### config.mk
export PLATFORM = sky130hd
export DESIGN_NAME = rom_ram_bank_mapper
export DESIGN_NICKNAME = d
export VERILOG_FILES = /design/src/sv/rrbm_pkg.sv /design/src/sv/rom_ram_bank_mapper.sv /design/src/sv/rrbm_in_stage.sv /design/src/sv/rrbm_map.sv /design/src/sv/rrbm_out_stage.sv
export SDC_FILE = /design/constraint.sdc
export NUM_CORES = 1
export LEC_CHECK = 0
export BUFFER_PORTS_ARGS = -buffer_cell sky130_fd_sc_hd__buf_4
export CAP_MARGIN = 20
export CORE_AREA = 3 3 85 104
export CTS_CLUSTER_SIZE = 12
export DETAILED_ROUTE_END_ITERATION = 8
export DIE_AREA = 0 0 88 107
export MAX_ROUTING_LAYER = met4
export PLACE_DENSITY_LB_ADDON = 0.05
export SYNTH_ARGS = -nofsm -noshare
export SYNTH_HDL_FRONTEND = slang
export SYNTH_HIERARCHICAL = 1
export SYNTH_SLANG_ARGS = --single-unit
### constraint.sdc
create_clock -name clk_i -period 2.4 [get_ports clk_i]
set_clock_uncertainty 0.05 [all_clocks]
set_input_delay 0.36 -clock clk_i [delete_from_list [all_inputs] [get_ports clk_i]]
set_output_delay 0.36 -clock clk_i [all_outputs]
set_load 0.01 [all_outputs]
### src/sv/rrbm_pkg.sv
// Shared types and constants for the cartridge ROM/RAM bank mapper.
package rrbm_pkg;

  localparam int unsigned BankBytes   = 16384;
  localparam int unsigned MaxRomBanks = 128;
  localparam int unsigned OffsetW     = $clog2(BankBytes);
  localparam int unsigned BankW       = $clog2(MaxRomBanks);
  localparam int unsigned MemAddrW    = 21;
  localparam int unsigned BusAddrW    = 16;
  localparam int unsigned CfgDataW    = 8;
  localparam int unsigned CfgIndexW   = 2;

  localparam logic [4:0] LowBankMask   = 5'h1F;
  localparam logic [3:0] RamEnableCode = 4'hA;
  localparam logic [4:0] LowBankReset  = 5'd1;
  localparam logic [7:0] RomCountReset = 8'd2;

  typedef enum logic [1:0] {
    TGT_NONE = 2'd0,
    TGT_ROM  = 2'd1,
    TGT_RAM  = 2'd2
  } target_e;

  typedef enum logic [CfgIndexW-1:0] {
    CFG_CART_KIND = 2'd0,
    CFG_ROM_BANKS = 2'd1,
    CFG_RAM_BANKS = 2'd2
  } cfg_index_e;

  // Mapper register select, bus address bits 14:13 below 0x8000.
  typedef enum logic [1:0] {
    REG_RAM_ENABLE = 2'd0,
    REG_LOW_BANK   = 2'd1,
    REG_HIGH_BANK  = 2'd2,
    REG_MODE       = 2'd3
  } reg_sel_e;

  typedef struct packed {
    logic       cart_kind;
    logic [7:0] rom_bank_count;
    logic [4:0] ram_bank_count;
  } cfg_t;

  typedef struct packed {
    logic                is_write;
    logic [BusAddrW-1:0] addr;
    logic [7:0]          data;
  } access_t;

  typedef struct packed {
    target_e             target;
    logic [MemAddrW-1:0] mem_address;
    logic                ram_write;
    logic [7:0]          ram_data;
  } result_t;

endpackage

### src/sv/rom_ram_bank_mapper.sv
// Cartridge ROM/RAM bank mapper top level.
// Sits on the processor bus and translates one access per word.
// Input channel (in_valid_i / in_stall_o): operation, bus address, write data.
// Output channel (out_valid_o / out_stall_i): target, physical address, RAM
// write strobe and data. Every input word gives exactly one output word.
// A word is taken at an edge with valid high and stall low.
// An accepted word is held in the input register, passes the translation
// logic and is loaded into the result register when that register has room.
// Throughput: one word per cycle unless the receiver stalls; the input and
// result registers let a new word in while a finished one waits to be taken.
// When the receiver stalls, the result holds; the input register then fills
// and in_stall_o rises until the result leaves.
// Mapper registers (RAM enable, low/high bank, mode) change as a write word
// moves into the result register, so later words see the new mapping.
// Reset clears both registers' valid flags, sets RAM disabled, low bank 1,
// high bank 0, simple mode, configuration to bank controller, two ROM banks,
// no RAM. User writes configuration (cfg_we_i) only while idle; unenforced.
module rom_ram_bank_mapper (
  input  logic                           clk_i,
  input  logic                           rst_ni,
  input  logic                           cfg_we_i,
  input  logic [rrbm_pkg::CfgIndexW-1:0] cfg_index_i,
  input  logic [rrbm_pkg::CfgDataW-1:0]  cfg_data_i,
  input  logic                           in_valid_i,
  output logic                           in_stall_o,
  input  logic                           operation_i,
  input  logic [15:0]                    bus_address_i,
  input  logic [7:0]                     write_data_i,
  output logic                           out_valid_o,
  input  logic                           out_stall_i,
  output logic [1:0]                     target_o,
  output logic [20:0]                    mem_address_o,
  output logic                           ram_write_o,
  output logic [7:0]                     ram_data_o
);
  import rrbm_pkg::*;

  cfg_t    cfg_q;
  access_t in_access;
  access_t s1_access;
  logic    s1_valid;
  logic    out_room;
  logic    s1_advance;
  result_t map_result;
  result_t out_result;

  always_ff @(posedge clk_i or negedge rst_ni) begin
    if (!rst_ni) begin
      cfg_q.cart_kind      <= 1'b1;
      cfg_q.rom_bank_count <= RomCountReset;
      cfg_q.ram_bank_count <= 5'd0;
    end else if (cfg_we_i) begin
      unique case (cfg_index_e'(cfg_index_i))
        CFG_CART_KIND: cfg_q.cart_kind      <= cfg_data_i[0];
        CFG_ROM_BANKS: cfg_q.rom_bank_count <= cfg_data_i;
        CFG_RAM_BANKS: cfg_q.ram_bank_count <= cfg_data_i[4:0];
        default:       cfg_q                <= cfg_q;
      endcase
    end
  end

  assign in_access.is_write = operation_i;
  assign in_access.addr     = bus_address_i;
  assign in_access.data     = write_data_i;

  assign s1_advance = s1_valid && out_room;

  rrbm_in_stage u_in_stage (
    .clk_i      (clk_i),
    .rst_ni     (rst_ni),
    .in_valid_i (in_valid_i),
    .advance_i  (s1_advance),
    .access_i   (in_access),
    .in_stall_o (in_stall_o),
    .valid_o    (s1_valid),
    .access_o   (s1_access)
  );

  rrbm_map u_map (
    .clk_i    (clk_i),
    .rst_ni   (rst_ni),
    .cfg_i    (cfg_q),
    .update_i (s1_advance),
    .access_i (s1_access),
    .result_o (map_result)
  );

  rrbm_out_stage u_out_stage (
    .clk_i       (clk_i),
    .rst_ni      (rst_ni),
    .load_i      (s1_advance),
    .result_i    (map_result),
    .out_stall_i (out_stall_i),
    .advance_o   (out_room),
    .out_valid_o (out_valid_o),
    .result_o    (out_result)
  );

  assign target_o      = out_result.target;
  assign mem_address_o = out_result.mem_address;
  assign ram_write_o   = out_result.ram_write;
  assign ram_data_o    = out_result.ram_data;

endmodule

### src/sv/rrbm_in_stage.sv
// Input register of the bank mapper: holds one accepted bus access.
module rrbm_in_stage (
  input  logic            clk_i,
  input  logic            rst_ni,
  input  logic            in_valid_i,
  input  logic            advance_i,
  input  rrbm_pkg::access_t access_i,
  output logic            in_stall_o,
  output logic            valid_o,
  output rrbm_pkg::access_t access_o
);
  import rrbm_pkg::*;

  logic    valid_q, valid_d;
  access_t access_q;
  logic    load;

  // Stall only while a held word cannot move on.
  assign in_stall_o = valid_q && !advance_i;
  assign load       = in_valid_i && !in_stall_o;

  always_comb begin
    valid_d = valid_q;
    if (load) begin
      valid_d = 1'b1;
    end else if (advance_i) begin
      valid_d = 1'b0;
    end
  end

  always_ff @(posedge clk_i or negedge rst_ni) begin
    if (!rst_ni) begin
      valid_q <= 1'b0;
    end else begin
      valid_q <= valid_d;
    end
  end

  always_ff @(posedge clk_i) begin
    if (load) begin
      access_q <= access_i;
    end
  end

  assign valid_o  = valid_q;
  assign access_o = access_q;

endmodule

### src/sv/rrbm_map.sv
// Mapper registers and address translation for one bus access.
module rrbm_map (
  input  logic              clk_i,
  input  logic              rst_ni,
  input  rrbm_pkg::cfg_t    cfg_i,
  input  logic              update_i,
  input  rrbm_pkg::access_t access_i,
  output rrbm_pkg::result_t result_o
);
  import rrbm_pkg::*;

  logic             ram_enabled_q, ram_enabled_d;
  logic [4:0]       low_bank_q, low_bank_d;
  logic [1:0]       high_bank_q, high_bank_d;
  logic             mode_q, mode_d;

  logic             has_ram;
  logic             in_ram_window;
  logic [BankW-1:0] bank_mask;
  logic [BankW-1:0] bank;
  logic [4:0]       low_wr;
  reg_sel_e         reg_sel;

  assign has_ram       = cfg_i.ram_bank_count != 5'd0;
  assign in_ram_window = access_i.addr[15:13] == 3'b101;
  assign bank_mask     = BankW'(cfg_i.rom_bank_count - 8'd1);
  assign reg_sel       = reg_sel_e'(access_i.addr[14:13]);
  assign low_wr        = access_i.data[4:0] & LowBankMask;

  // Fixed region takes the high bank only in mode 1.
  always_comb begin
    if (access_i.addr[14]) begin
      bank = {high_bank_q, low_bank_q};
    end else if (mode_q) begin
      bank = {high_bank_q, 5'd0};
    end else begin
      bank = '0;
    end
  end

  always_comb begin
    result_o             = '0;
    result_o.target      = TGT_NONE;
    ram_enabled_d        = ram_enabled_q;
    low_bank_d           = low_bank_q;
    high_bank_d          = high_bank_q;
    mode_d               = mode_q;
    if (!cfg_i.cart_kind) begin
      if (!access_i.is_write && !access_i.addr[15]) begin
        result_o.target      = TGT_ROM;
        result_o.mem_address = MemAddrW'(access_i.addr);
      end
    end else if (!access_i.addr[15]) begin
      if (access_i.is_write) begin
        unique case (reg_sel)
          REG_RAM_ENABLE: ram_enabled_d = (access_i.data[3:0] == RamEnableCode) && has_ram;
          REG_LOW_BANK:   low_bank_d    = (low_wr == 5'd0) ? LowBankReset : low_wr;
          REG_HIGH_BANK:  high_bank_d   = access_i.data[1:0];
          REG_MODE:       mode_d        = access_i.data[0];
          default:        mode_d        = mode_q;
        endcase
      end else begin
        result_o.target      = TGT_ROM;
        result_o.mem_address = MemAddrW'({bank & bank_mask, access_i.addr[OffsetW-1:0]});
      end
    end else if (in_ram_window && ram_enabled_q && has_ram) begin
      // Drop RAM writes in mode 1: only bank 0 of RAM is mapped.
      if (!access_i.is_write || !mode_q) begin
        result_o.target      = TGT_RAM;
        result_o.mem_address = MemAddrW'(access_i.addr[12:0]);
        result_o.ram_write   = access_i.is_write;
        result_o.ram_data    = access_i.is_write ? access_i.data : 8'd0;
      end
    end
  end

  always_ff @(posedge clk_i or negedge rst_ni) begin
    if (!rst_ni) begin
      ram_enabled_q <= 1'b0;
      low_bank_q    <= LowBankReset;
      high_bank_q   <= 2'd0;
      mode_q        <= 1'b0;
    end else if (update_i) begin
      ram_enabled_q <= ram_enabled_d;
      low_bank_q    <= low_bank_d;
      high_bank_q   <= high_bank_d;
      mode_q        <= mode_d;
    end
  end

endmodule

### src/sv/rrbm_out_stage.sv
// Result register of the bank mapper.
module rrbm_out_stage (
  input  logic              clk_i,
  input  logic              rst_ni,
  input  logic              load_i,
  input  rrbm_pkg::result_t result_i,
  input  logic              out_stall_i,
  output logic              advance_o,
  output logic              out_valid_o,
  output rrbm_pkg::result_t result_o
);
  import rrbm_pkg::*;

  logic    valid_q, valid_d;
  result_t result_q;

  // Room when empty or when the held word leaves this cycle.
  assign advance_o = !valid_q || !out_stall_i;

  always_comb begin
    valid_d = valid_q;
    if (load_i) begin
      valid_d = 1'b1;
    end else if (!out_stall_i) begin
      valid_d = 1'b0;
    end
  end

  always_ff @(posedge clk_i or negedge rst_ni) begin
    if (!rst_ni) begin
      valid_q <= 1'b0;
    end else begin
      valid_q <= valid_d;
    end
  end

  always_ff @(posedge clk_i) begin
    if (load_i) begin
      result_q <= result_i;
    end
  end

  assign out_valid_o = valid_q;
  assign result_o    = result_q;

endmodule

Word-level counts from Yosys, hierarchy flattened
Index checks and enable logic that the tools add are counted.
{"block": "totals", "register_bits": 81, "output_inout_bits": 34, "wordCells": 71, "in_bits": 40}
{"block": "op_classes", "reduce_logical": 30, "n_eq_ne": 8, "muxes": 14, "add_sub_neg": 1, "bitwise": 2}
{"operator": "$mux W32", "n": 2}
{"operator": "$mux W23", "n": 2}
{"operator": "$mux W22", "n": 2}
{"operator": "$reduce_and A5 Y1", "n": 5}
{"operator": "$mux W7", "n": 2}
{"operator": "$mux W8", "n": 1}
{"operator": "$and A7 B7 Y7", "n": 1}
{"operator": "$logic_and A1 B1 Y1", "n": 7}
{"operator": "$logic_not A1 Y1", "n": 7}
{"operator": "$sub A7 B1 Y7 const B", "n": 1}
{"operator": "$eq A2 B2 Y1 const B", "n": 3}
{"operator": "$reduce_and A2 Y1", "n": 3}
{"operator": "$logic_not A5 Y1", "n": 1}
{"operator": "$mux W5", "n": 1}
{"operator": "$reduce_bool A5 Y1", "n": 1}
{"operator": "$eq A2 B1 Y1 const B", "n": 2}
{"operator": "$eq A4 B4 Y1 const B", "n": 1}
{"operator": "$logic_not A2 Y1", "n": 2}
{"operator": "$mux W1", "n": 4}
{"operator": "$reduce_and A4 Y1", "n": 1}
{"operator": "$eq A3 B3 Y1 const B", "n": 1}
{"operator": "$logic_or A1 B1 Y1", "n": 2}
{"operator": "$ne A2 B1 Y1 const B", "n": 1}
{"operator": "$reduce_bool A2 Y1", "n": 1}
{"operator": "$not A1 Y1", "n": 1}

Logic depth before layout (Yosys ltp)
Gate-level depths: netlist of run 1.
{"block": "logic_depth", "word_depth": 8, "depth_mapped": 6}

Cells and area by module
The synthesis of run 1 kept the hierarchy.
{"mod": "rrbm_out_stage", "n_inst": 1, "cells_each": 35, "area_each_um2": 997.2, "seq_area_each_um2": 985.9}
{"mod": "rrbm_in_stage", "n_inst": 1, "cells_each": 30, "area_each_um2": 808.3, "seq_area_each_um2": 775.7}
{"mod": "rrbm_map", "n_inst": 1, "cells_each": 86, "area_each_um2": 772.0, "seq_area_each_um2": 226.5}
{"mod": "rom_ram_bank_mapper", "n_inst": 1, "cells_each": 32, "area_each_um2": 569.3, "seq_area_each_um2": 352.8}

Worst setup path before layout of run 1
OpenSTA, ideal clock, no wires.
{"block": "synth_timing", "path_kind": "register to register", "from": "register u_out_stage.valid_q, in the netlist u_out_stage/out_valid_o", "to": "register u_map.low_bank_q[1]", "stages_incl_launch_ff": 6, "required_ps": 2225, "synth_period_minus_slack_ps": 2477, "path_buffers": 0, "t_arrival_ps": 2302, "path_slack_ps": -77, "setup_time_ps": 125, "cell_sequence": "dfrtp_1 -> nand2_1 -> and2_1 -> nand4b_1 -> nor2_1 -> mux2_2"}
{"block": "synth_between", "elab_chain_len": 4}
{"item": "start: declaration", "line": "rrbm_out_stage.sv:14", "source": "logic valid_q, valid_d;"}
{"item": "start signal: assignment", "line": "rrbm_out_stage.sv:33", "source": "valid_q <= valid_d;"}
{"item": "$logic_not A1 Y1", "line": "rrbm_out_stage.sv:18", "source": "assign advance_o = !valid_q || !out_stall_i;"}
{"item": "$logic_or A1 B1 Y1", "line": "rrbm_out_stage.sv:18"}
{"item": "net out_room", "line": "rom_ram_bank_mapper.sv:42", "source": "logic out_room;"}
{"item": "$logic_and A1 B1 Y1", "line": "rom_ram_bank_mapper.sv:66", "source": "assign s1_advance = s1_valid && out_room;"}
{"item": "net s1_advance", "line": "rom_ram_bank_mapper.sv:43", "source": "logic s1_advance;"}
{"item": "$reduce_and A5 Y1 (no line)"}
{"item": "end signal: assignment", "line": "rrbm_map.sv:80", "source": "low_bank_q <= LowBankReset;"}
{"item": "end signal: assignment", "line": "rrbm_map.sv:85", "source": "low_bank_q <= low_bank_d;"}
{"item": "end: declaration", "line": "rrbm_map.sv:13", "source": "logic [4:0] low_bank_q, low_bank_d;"}
The timed path passes the listed nets, and every way through them passes these cells.
A chain may end at the register's enable or synchronous reset.

Worst setup path after layout of run 1
{"block": "layout_timing", "from": "register u_out_stage.valid_q, in the netlist u_out_stage/out_valid_o", "to": "register u_map.low_bank_q[4]"}
Same word-level chain as after synthesis.

==> impl_metrics.toml, run 1 <==
[synth]
synth_cells = 181
syn_area_um2 = 3110
syn_nets = 222
syn_area_per_cell_um2 = 17.18
yosys_warnings = 6

[drt]
vias_per_cell = 4.751
wire_per_inst_um = 15.04
drt_iter0_markers = 55
ant_nets = 0
drcViolationCount = 0
via_count = 1734
drt-total-wl_um = 5491
drt_pre_antenna_iters = 4

[clock_tree]
cts_sinks = 81
h-tree-depth = 3
post-cts-setup-buffer-count = 0
hold_buffers = 1
clock_path_buffers = 2
clk_latency_ns = 0.35
clkTransAtPathRegs_ns = 0.09
cts_tree = "done"
post_cts_resized = 0
clockRootBuffer = "clkbuf_8"
numCtsBuffers = 9

[global_routing]
grt_usage_pct = 13.16
met1_usage_pct = 14.71
antenna_found_initial = 0
grt.met2_usage_pct = 21.34
grt_pass1_vias = 1769
grt_pass1_wl_um = 8735
grt_util_met3_pct = 3.997
grt-ovfl-total = 0
grt_max_degree = 28
gr-max-usage-layer = "met2"

[sta]
rsz0062_at_grt = "no"
setup_tns_ns = 0
finalSetupViolCount = 0
hold_viol = 0
slew-limit-headroom_pct = 56.24
period_share_pct = 78.90
tightest_slew_ns = 0.6510
drv_slew = 0
period_needed_ns = 1.894
clock.fmax_mhz = 528.1

[critical_path]
critPathCaptureType = "register"
critical-path-top-delay-family = "simple AND/OR/NAND/NOR gates"
crit_buf_inv = 0
critPathMaxFanout = 9
crit_start = "u_out_stage/out_valid_o$_DFFE_PN0P_"
crit_path_cell_trace = "nand2_1 -> and2_2 -> nand4b_1 -> nor2_1 -> mux2_2"
crit_path_start_kind = "register"
path_class = "register to register"
cpPeakStageDelay_ns = 0.39
r2r-start = "u_out_stage/out_valid_o$_DFFE_PN0P_"
crit_arrival_ns = 2.07
cp_slowest_cell = "dfrtp_1"
cp_data_required_time_ns = 2.58

[place]
port-buffer-count = 72
dp_hpwl_um = 3977
gp_congestion = 0.7395

[floorplan]
io_pins = 74
die_area_um2 = 9416
core_region_area_um2 = 7973
dieWidth_um = 88
rows = 36
initial_core_util_pct = 39.01
fp.dieH_um = 107

[finish]
final_cell_mix = "73 x buf_4, 57 x edfxtp_1, 21 x dfrtp_1"
final_util_pct = 50.11
synthToLayoutAreaGrowth_pct = 28.44
n_fill_cell = 699
final_common_cell = "buf_4"
diodes = 0
drive_gt1_share_pct = 44.81
nets = 306

[outcome]
status = "complete, no violations"

[flow_run]
drv_cap = 0

[power]
vdd_drop_max_v = 0.0003519
power_mw = 3.365
p_leak_nw = 1.659
power_density_nw_per_um2 = 842.4

[hold_path]
min_from = "bus_address_i[8]"
hold_class = "input port to register"
-- flip-flops by register name (all words and copies together), names as in the netlist --
register and count:
u_out_stage/result_o 32, u_in_stage/access_o 25, cfg_q 13, u_map/low_bank_q 5
u_map/high_bank_q 2, u_in_stage/valid_o 1, u_map/mode_q 1, u_map/ram_enabled_q 1
u_out_stage/out_valid_o 1
-- cell type report --
class                           instances  area, µm²  share of cell area, %
Timing Repair Buffer                   74      558.0                  13.97
Clock inverter                          6      90.09                  2.255
Tap cell                               95      118.9                  2.975
Clock buffer                           10      127.6                  3.194
Multi-Input combinational cell         95      769.5                  19.26
Inverter                                4      15.01                 0.3758
Sequential cell                        81       2316                  57.97
-- power breakdown --
part           total (mW)  internal (mW)  switching (mW)
combinational       0.464          0.251           0.213
sequential           1.83           1.73           0.100
clock                1.07          0.589           0.478
-- worst paths after layout --
kind                                                     end  slack [ns]  cells after the start
max in group asynchronous               cfg_q[6]$_DFFE_PN1P_        1.61                      2
max                          u_map/low_bank_q[4]$_DFFE_PN0P_        0.51                      5
min reg2reg                  u_map/ram_enabled_q$_DFFE_PN0P_        0.44                      1
max reg2reg                  u_map/low_bank_q[4]$_DFFE_PN0P_        0.51                      5
min                        u_in_stage/access_o[16]$_DFFE_PP_        0.13                      1
min in group asynchronous              cfg_q[11]$_DFFE_PN0P_        0.39                      2
-- metrics by stage --
stage / hold WS (ns) / instances / instance area (µm²) / setup slack (ns)
finish: 0.1300 / 365 / 3995 / 0.5063
global route: 0.1017 / 365 / 3995 / 0.3709
CTS: 0.1082 / 365 / 3995 / 0.4765
detailed placement: 0.2312 / 348 / 3767 / 0.4029
global placement: 0.2326 / 348 / 3767 / 0.4201
floorplan: 0.01441 / 181 / 3112 / 0.3312
-- routing by layer --
| layer | share of wire [%] | wire length, µm |
|---|---|---|
| met4 | 2.1 | 116 |
| met1 | 41 | 2239 |
| met5 | 0 | 0 |
| met3 | 6.1 | 335 |
| met2 | 51 | 2800 |
-- worst register-to-register path, cell delays in order (launching register included) --
cell,delay [ns]
dfrtp_1,0.39
nand2_1,0.06
and2_2,0.29
nand4b_1,0.21
nor2_1,0.39
mux2_2,0.39
(Power assumes the default switching activity.)
==> run 2: changes to the inputs <==
==> constraint.sdc (replaced) <==
create_clock -name clk_i -period 1.62 [get_ports clk_i]
set_clock_uncertainty 0.05 [all_clocks]
set_input_delay 0.243 -clock clk_i [delete_from_list [all_inputs] [get_ports clk_i]]
set_output_delay 0.243 -clock clk_i [all_outputs]
set_load 0.01 [all_outputs]
==> run 2 against run 1 <==
- the run now ends with negative setup slack left
- first-iteration DRC count increased by 85%
- total power increased by 58%
- critical path depth unchanged
- routed wire length grew 4.8%
- sequential power increased by 48%
- flip-flop and latch count is the same
- die area unchanged
- register-to-register slack got worse by 0.59 ns
==> impl_metrics.toml, run 2 (synthesis results as in run 1) <==
[critical_path]
crit_path_start_kind = "register"
rrSetupSlack_ns = -0.08
crit_arrival_ns = 1.75
path_class = "register to register"
cp_data_required_time_ns = 1.67
crit_start = "cfg_q[4]$_DFFE_PN0P_"
r2r-start = "cfg_q[4]$_DFFE_PN0P_"
rr_worst_depth = 5
critPathMaxFanout = 9
crit_path_end = "u_out_stage/result_o[0]$_DFFE_PP_"
critPathCaptureType = "register"
r2r_end = "u_out_stage/result_o[0]$_DFFE_PP_"

[clock_tree]
clk_latency_ns = 0.34
cts_sinks = 81
clock_path_buffers = 2
h-tree-depth = 3
clockRootBuffer = "clkbuf_8"
cts_tree = "done"
clkTransAtPathRegs_ns = 0.08
numCtsBuffers = 9

[global_routing]
antenna_found_initial = 0
grt_max_degree = 33
grt_pass1_wl_um = 8914
grt-ovfl-total = 0
grt_usage_pct = 13.28
grt_pass1_vias = 1798

[drt]
wire_per_inst_um = 14.90
drt_iter0_markers = 102
drt_pre_antenna_iters = 4
ant_nets = 0
drcViolationCount = 0
via_count = 1792
drt-total-wl_um = 5753
vias_per_cell = 4.642

[place]
gp_congestion = 0.7312
port-buffer-count = 72
placed_area_um2 = 3847
dp_hpwl_um = 3991

[sta]
rsz0062_at_grt = "yes"
period_share_pct = 104.9
hold_viol = 0
clock.fmax_mhz = 588.6
hold_slack_ns = 0.03177
finalSetupViolCount = 24
slew-limit-headroom_pct = 70.78
drv_slew = 0
fin_ws_ns = -0.07905
period_needed_ns = 1.699
tightest_slew_ns = 0.4351

[power]
vdd_drop_max_v = 0.0005552
power_density_nw_per_um2 = 1245
p_leak_nw = 1.800

[finish]
design_area_um2 = 4272
diodes = 0
n_fill_cell = 698
final_common_cell = "buf_4"
final_cell_mix = "86 x buf_4, 57 x edfxtp_1, 21 x dfrtp_1"
multi_input_area_um2 = 833.3
drive_gt1_share_pct = 48.80
nets = 327
synthToLayoutAreaGrowth_pct = 37.33
seqCellArea_um2 = 2316
largest_reg_flops = 32
final_util_pct = 53.58

[hold_path]
hold_class = "input port to register"

[outcome]
status = "finished with violations"
violations = "negative setup slack"

[floorplan]
dieWidth_um = 88
fp.dieH_um = 107
initial_core_util_pct = 39.01
rows = 36
die_area_um2 = 9416
core_region_area_um2 = 7973
io_pins = 74

[flow_run]
drv_cap = 0
==> run 2: cell count changes in the layout (fill, tap and decap cells not counted), sizes merged <==
cell | previous run | this run
inv | 5 | 6
buf | 73 | 88
clkinv | 2 | 1
bufinv | 2 | 3
dlygate4sd3 | 1 | 7
clkinvlp | 1 | 0
==> run 2: per-stage QoR <==
stage	instances	power, mW	TNS [ns]	worst slack [ns]
3_3_place_gp	357	3.495	-2.067	-0.1155
2_1_floorplan	181	3.114	-3.343	-0.1907
3_5_place_dp	357	3.514	-2.535	-0.1494
5_1_grt	386	5.576	-3.557	-0.1735
4_1_cts	376	5.339	-2.007	-0.1050
6_report	386	5.320	-1.524	-0.07905
==> run 2: cell type report <==
class	count	share of cell area [%]
tap	95	2.783
clock inverter	6	2.636
inverter	4	0.3515
multi-input combinational	95	19.51
clock buffer	10	3.222
timing repair buffer	95	17.28
sequential	81	54.22
==> run 2: worst max-delay path, cell delays in order, from the launching register on <==
cell	delay, ns
dfrtp_1	0.38
or4_4	0.55
nor2_4	0.16
buf_6	0.12
nor4_4	0.06
and2_1	0.14
==> run 2: per-layer routing <==
| layer | track usage, % | wire, µm | vias to the layer above |
|---|---|---|---|
| met2 | 20.42 | 2911 | 49 |
| met1 | 16.14 | 2467 | 859 |
| met4 | 7.237 | 76 | 0 |
| met3 | 2.998 | 298 | 6 |
| li1 | - | - | 878 |
| met5 | - | 0 | - |
==> run 2: worst min-delay path by stage <==
stage                       from                                 to  slack [ns]  cells past startpoint
2_1_floorplan             rst_ni               cfg_q[0]$_DFFE_PN0P_       -0.10                      0
3_3_place_gp              rst_ni               cfg_q[4]$_DFFE_PN0P_        0.12                      1
3_5_place_dp              rst_ni               cfg_q[9]$_DFFE_PN0P_        0.11                      1
4_1_cts         bus_address_i[1]   u_in_stage/access_o[9]$_DFFE_PP_       0.002                      1
5_1_grt         bus_address_i[5]  u_in_stage/access_o[13]$_DFFE_PP_       0.003                      1
6_report       bus_address_i[11]  u_in_stage/access_o[19]$_DFFE_PP_        0.03                      1
==> run 2: report_power, final <==
part | switching [mW] | leakage, nW | internal [mW]
clock network | 0.716 | 0.127 | 1.07
registers | 0.145 | 0.852 | 2.57
logic | 0.353 | 0.821 | 0.464
==> run 2: repair_timing <==
item	4_1_cts	5_1_grt
gates resized for setup	3	10
pin swaps	8	5
buffers inserted	2	4
hold buffers	1	6
endpoints found under the hold margin	21	6
endpoints found under the setup margin	22	29
==> run 3: changes to the inputs <==
==> constraint.sdc (replaced) <==
create_clock -name clk_i -period 1.7 [get_ports clk_i]
set_clock_uncertainty 0.05 [all_clocks]
set_input_delay 0.255 -clock clk_i [delete_from_list [all_inputs] [get_ports clk_i]]
set_output_delay 0.255 -clock clk_i [all_outputs]
set_load 0.01 [all_outputs]
==> run 3 against run 2 <==
- the run now ends clean
- critical path type unchanged
- setup slack improved by 0.079 ns
- utilization decreased by 2.0 points
- largest power group unchanged
- largest cell class unchanged
- first-iteration DRC count decreased by 2.0%
- count of clock-buffer cells in the layout increased by 2
- die area unchanged
- combinational power decreased by 12%
==> impl_metrics.toml, run 3 (synthesis results as in run 1) <==
[sta]
slew-limit-headroom_pct = 66.94
fin_ws_ns = 0.0001570
hold_viol = 0
period_needed_ns = 1.700
period_share_pct = 99.99
drv_slew = 0
clock.fmax_mhz = 588.3
finalSetupViolCount = 0
setup_tns_ns = 0
rsz0062_at_grt = "yes"
tightest_slew_ns = 0.4922

[finish]
synthToLayoutAreaGrowth_pct = 32.14
design_area_um2 = 4110
final_common_cell = "buf_4"
drive_gt1_share_pct = 46.81
largest_reg_flops = 32
nets = 318
diodes = 0
final_util_pct = 51.55
final_cell_mix = "80 x buf_4, 57 x edfxtp_1, 21 x dfrtp_1"

[drt]
vias_per_cell = 4.692
ant_nets = 0
wire_per_inst_um = 14.82
drt_pre_antenna_iters = 4
drt-total-wl_um = 5589
via_count = 1769
drt_iter0_markers = 100
drcViolationCount = 0

[floorplan]
die_area_um2 = 9416
dieWidth_um = 88
core_region_area_um2 = 7973
fp.dieH_um = 107
rows = 36
initial_core_util_pct = 39.01
io_pins = 74

[hold_path]
hold_class = "input port to register"

[critical_path]
crit_path_cell_trace = "or4_4 -> nor2_4 -> buf_6 -> nor4_4 -> and2_1"
rrSetupSlack_ns = 0.0002
critical-path-top-delay-family = "simple AND/OR/NAND/NOR gates"
cpPeakStageDelay_ns = 0.54
critPathCaptureType = "register"
cp_slowest_cell = "or4_4"
path_class = "register to register"
crit_arrival_ns = 1.76
cp_data_required_time_ns = 1.76
crit_path_start_kind = "register"
crit_buf_inv = 1
critPathMaxFanout = 9

[global_routing]
antenna_found_initial = 0
gr-max-usage-layer = "met2"
grt_max_degree = 33
grt_util_met3_pct = 3.920
met1_usage_pct = 14.91
grt_pass1_wl_um = 8742
grt-ovfl-total = 0
grt_pass1_vias = 1796
grt_usage_pct = 13.24
grt.met2_usage_pct = 20.80

[place]
placed_area_um2 = 3806
detailedPlace.worstSlack_ns = -0.08003
gp_congestion = 0.7048
dp_hpwl_um = 3853
port-buffer-count = 72

[clock_tree]
h-tree-depth = 3
numCtsBuffers = 9
cts_sinks = 81
clkTransAtPathRegs_ns = 0.08
clk_latency_ns = 0.35
cts_tree = "done"
clock_path_buffers = 2
clockRootBuffer = "clkbuf_8"

[power]
power_density_nw_per_um2 = 1128
netSwitchingFraction_pct = 24.34
power_mw = 4.635
intPower_mw = 3.507
power_switching_mw = 1.128
vdd_drop_max_v = 0.0004507
p_leak_nw = 1.719
p_comb_share_pct = 15.5
p_seq_share_pct = 55.8
p_clk_share_pct = 28.7

[outcome]
status = "complete, no violations"

[flow_run]
drv_cap = 0
==> run 3: cell types whose count changed in the layout (fill, tap and decap cells not counted), moves of 2 or more <==
cell	delta
mux2_4	-5
mux2_2	+5
inv_4	+2
bufinv_16	-3
buf_4	-6
dlygate4sd3_1	-2
inv_6	-2
==> run 3: worst register-to-register path: stages, from the launching register on <==
cell and delay (ns):
dfrtp_1 0.38, or4_4 0.54, nor2_4 0.13, buf_6 0.12, nor4_4 0.06, and2_1 0.17
==> run 3: final timing paths <==
| kind | endpoint | depth (start not counted) | start |
|---|---|---|---|
| worst max-delay path | u_out_stage/result_o[6]$_DFFE_PP_ | 5 | cfg_q[0]$_DFFE_PN0P_ |
| worst min-delay path | u_in_stage/access_o[6]$_DFFE_PP_ | 1 | write_data_i[6] |
| worst max register to register | u_out_stage/result_o[6]$_DFFE_PP_ | 5 | cfg_q[0]$_DFFE_PN0P_ |
| worst min register to register | u_map/low_bank_q[1]$_DFFE_PN0P_ | 1 | u_map/low_bank_q[1]$_DFFE_PN0P_ |
| max in group asynchronous | cfg_q[13]$_DFFE_PN1P_ | 2 | rst_ni |
| min in group asynchronous | cfg_q[4]$_DFFE_PN0P_ | 2 | rst_ni |
==> run 3: power groups by stage <==
stage / clock network, mW / registers, mW / logic (mW)
after floorplan: 0 / 2.65 / 0.315
after global placement: 0 / 2.63 / 0.680
after detailed placement: 0 / 2.63 / 0.686
after CTS: 1.38 / 2.59 / 0.704
after global routing: 1.45 / 2.63 / 0.794
final: 1.33 / 2.59 / 0.719
==> run 3: layout make-up <==
cell class                 count  area [µm²]
tap                           95       118.9
clock buffer                  12       166.4
timing repair buffer          86       661.9
multi-input combinational     95       809.5
sequential                    81        2316
clock inverter                 4       22.52
inverter                       4       15.01
fill                         699        3862
==> run 3: through the flow <==
step / hold WS, ns / cells
3_5_place_dp: 0.1294 / 352
6_report: 0.02452 / 377
5_1_grt: 0.0003030 / 377
2_1_floorplan: -0.09059 / 181
4_1_cts: 0.0001323 / 372
3_3_place_gp: 0.1317 / 352
==> run 3: routing by layer <==
| layer | wire, µm | vias up |
|---|---|---|
| met2 | 2811 | 55 |
| met1 | 2369 | 847 |
| met4 | 99 | 0 |
| li1 | - | 859 |
| met3 | 309 | 8 |
| met5 | 0 | - |
==> run 3: timing repair <==
item / in CTS / in global routing
buffers inserted: 0 / 4
hold buffers: 4 / 1
hold endpoints to repair: 24 / 1
pin swaps: 1 / 5
endpoints found under the setup margin: 22 / 27
gates resized for setup: 3 / 4
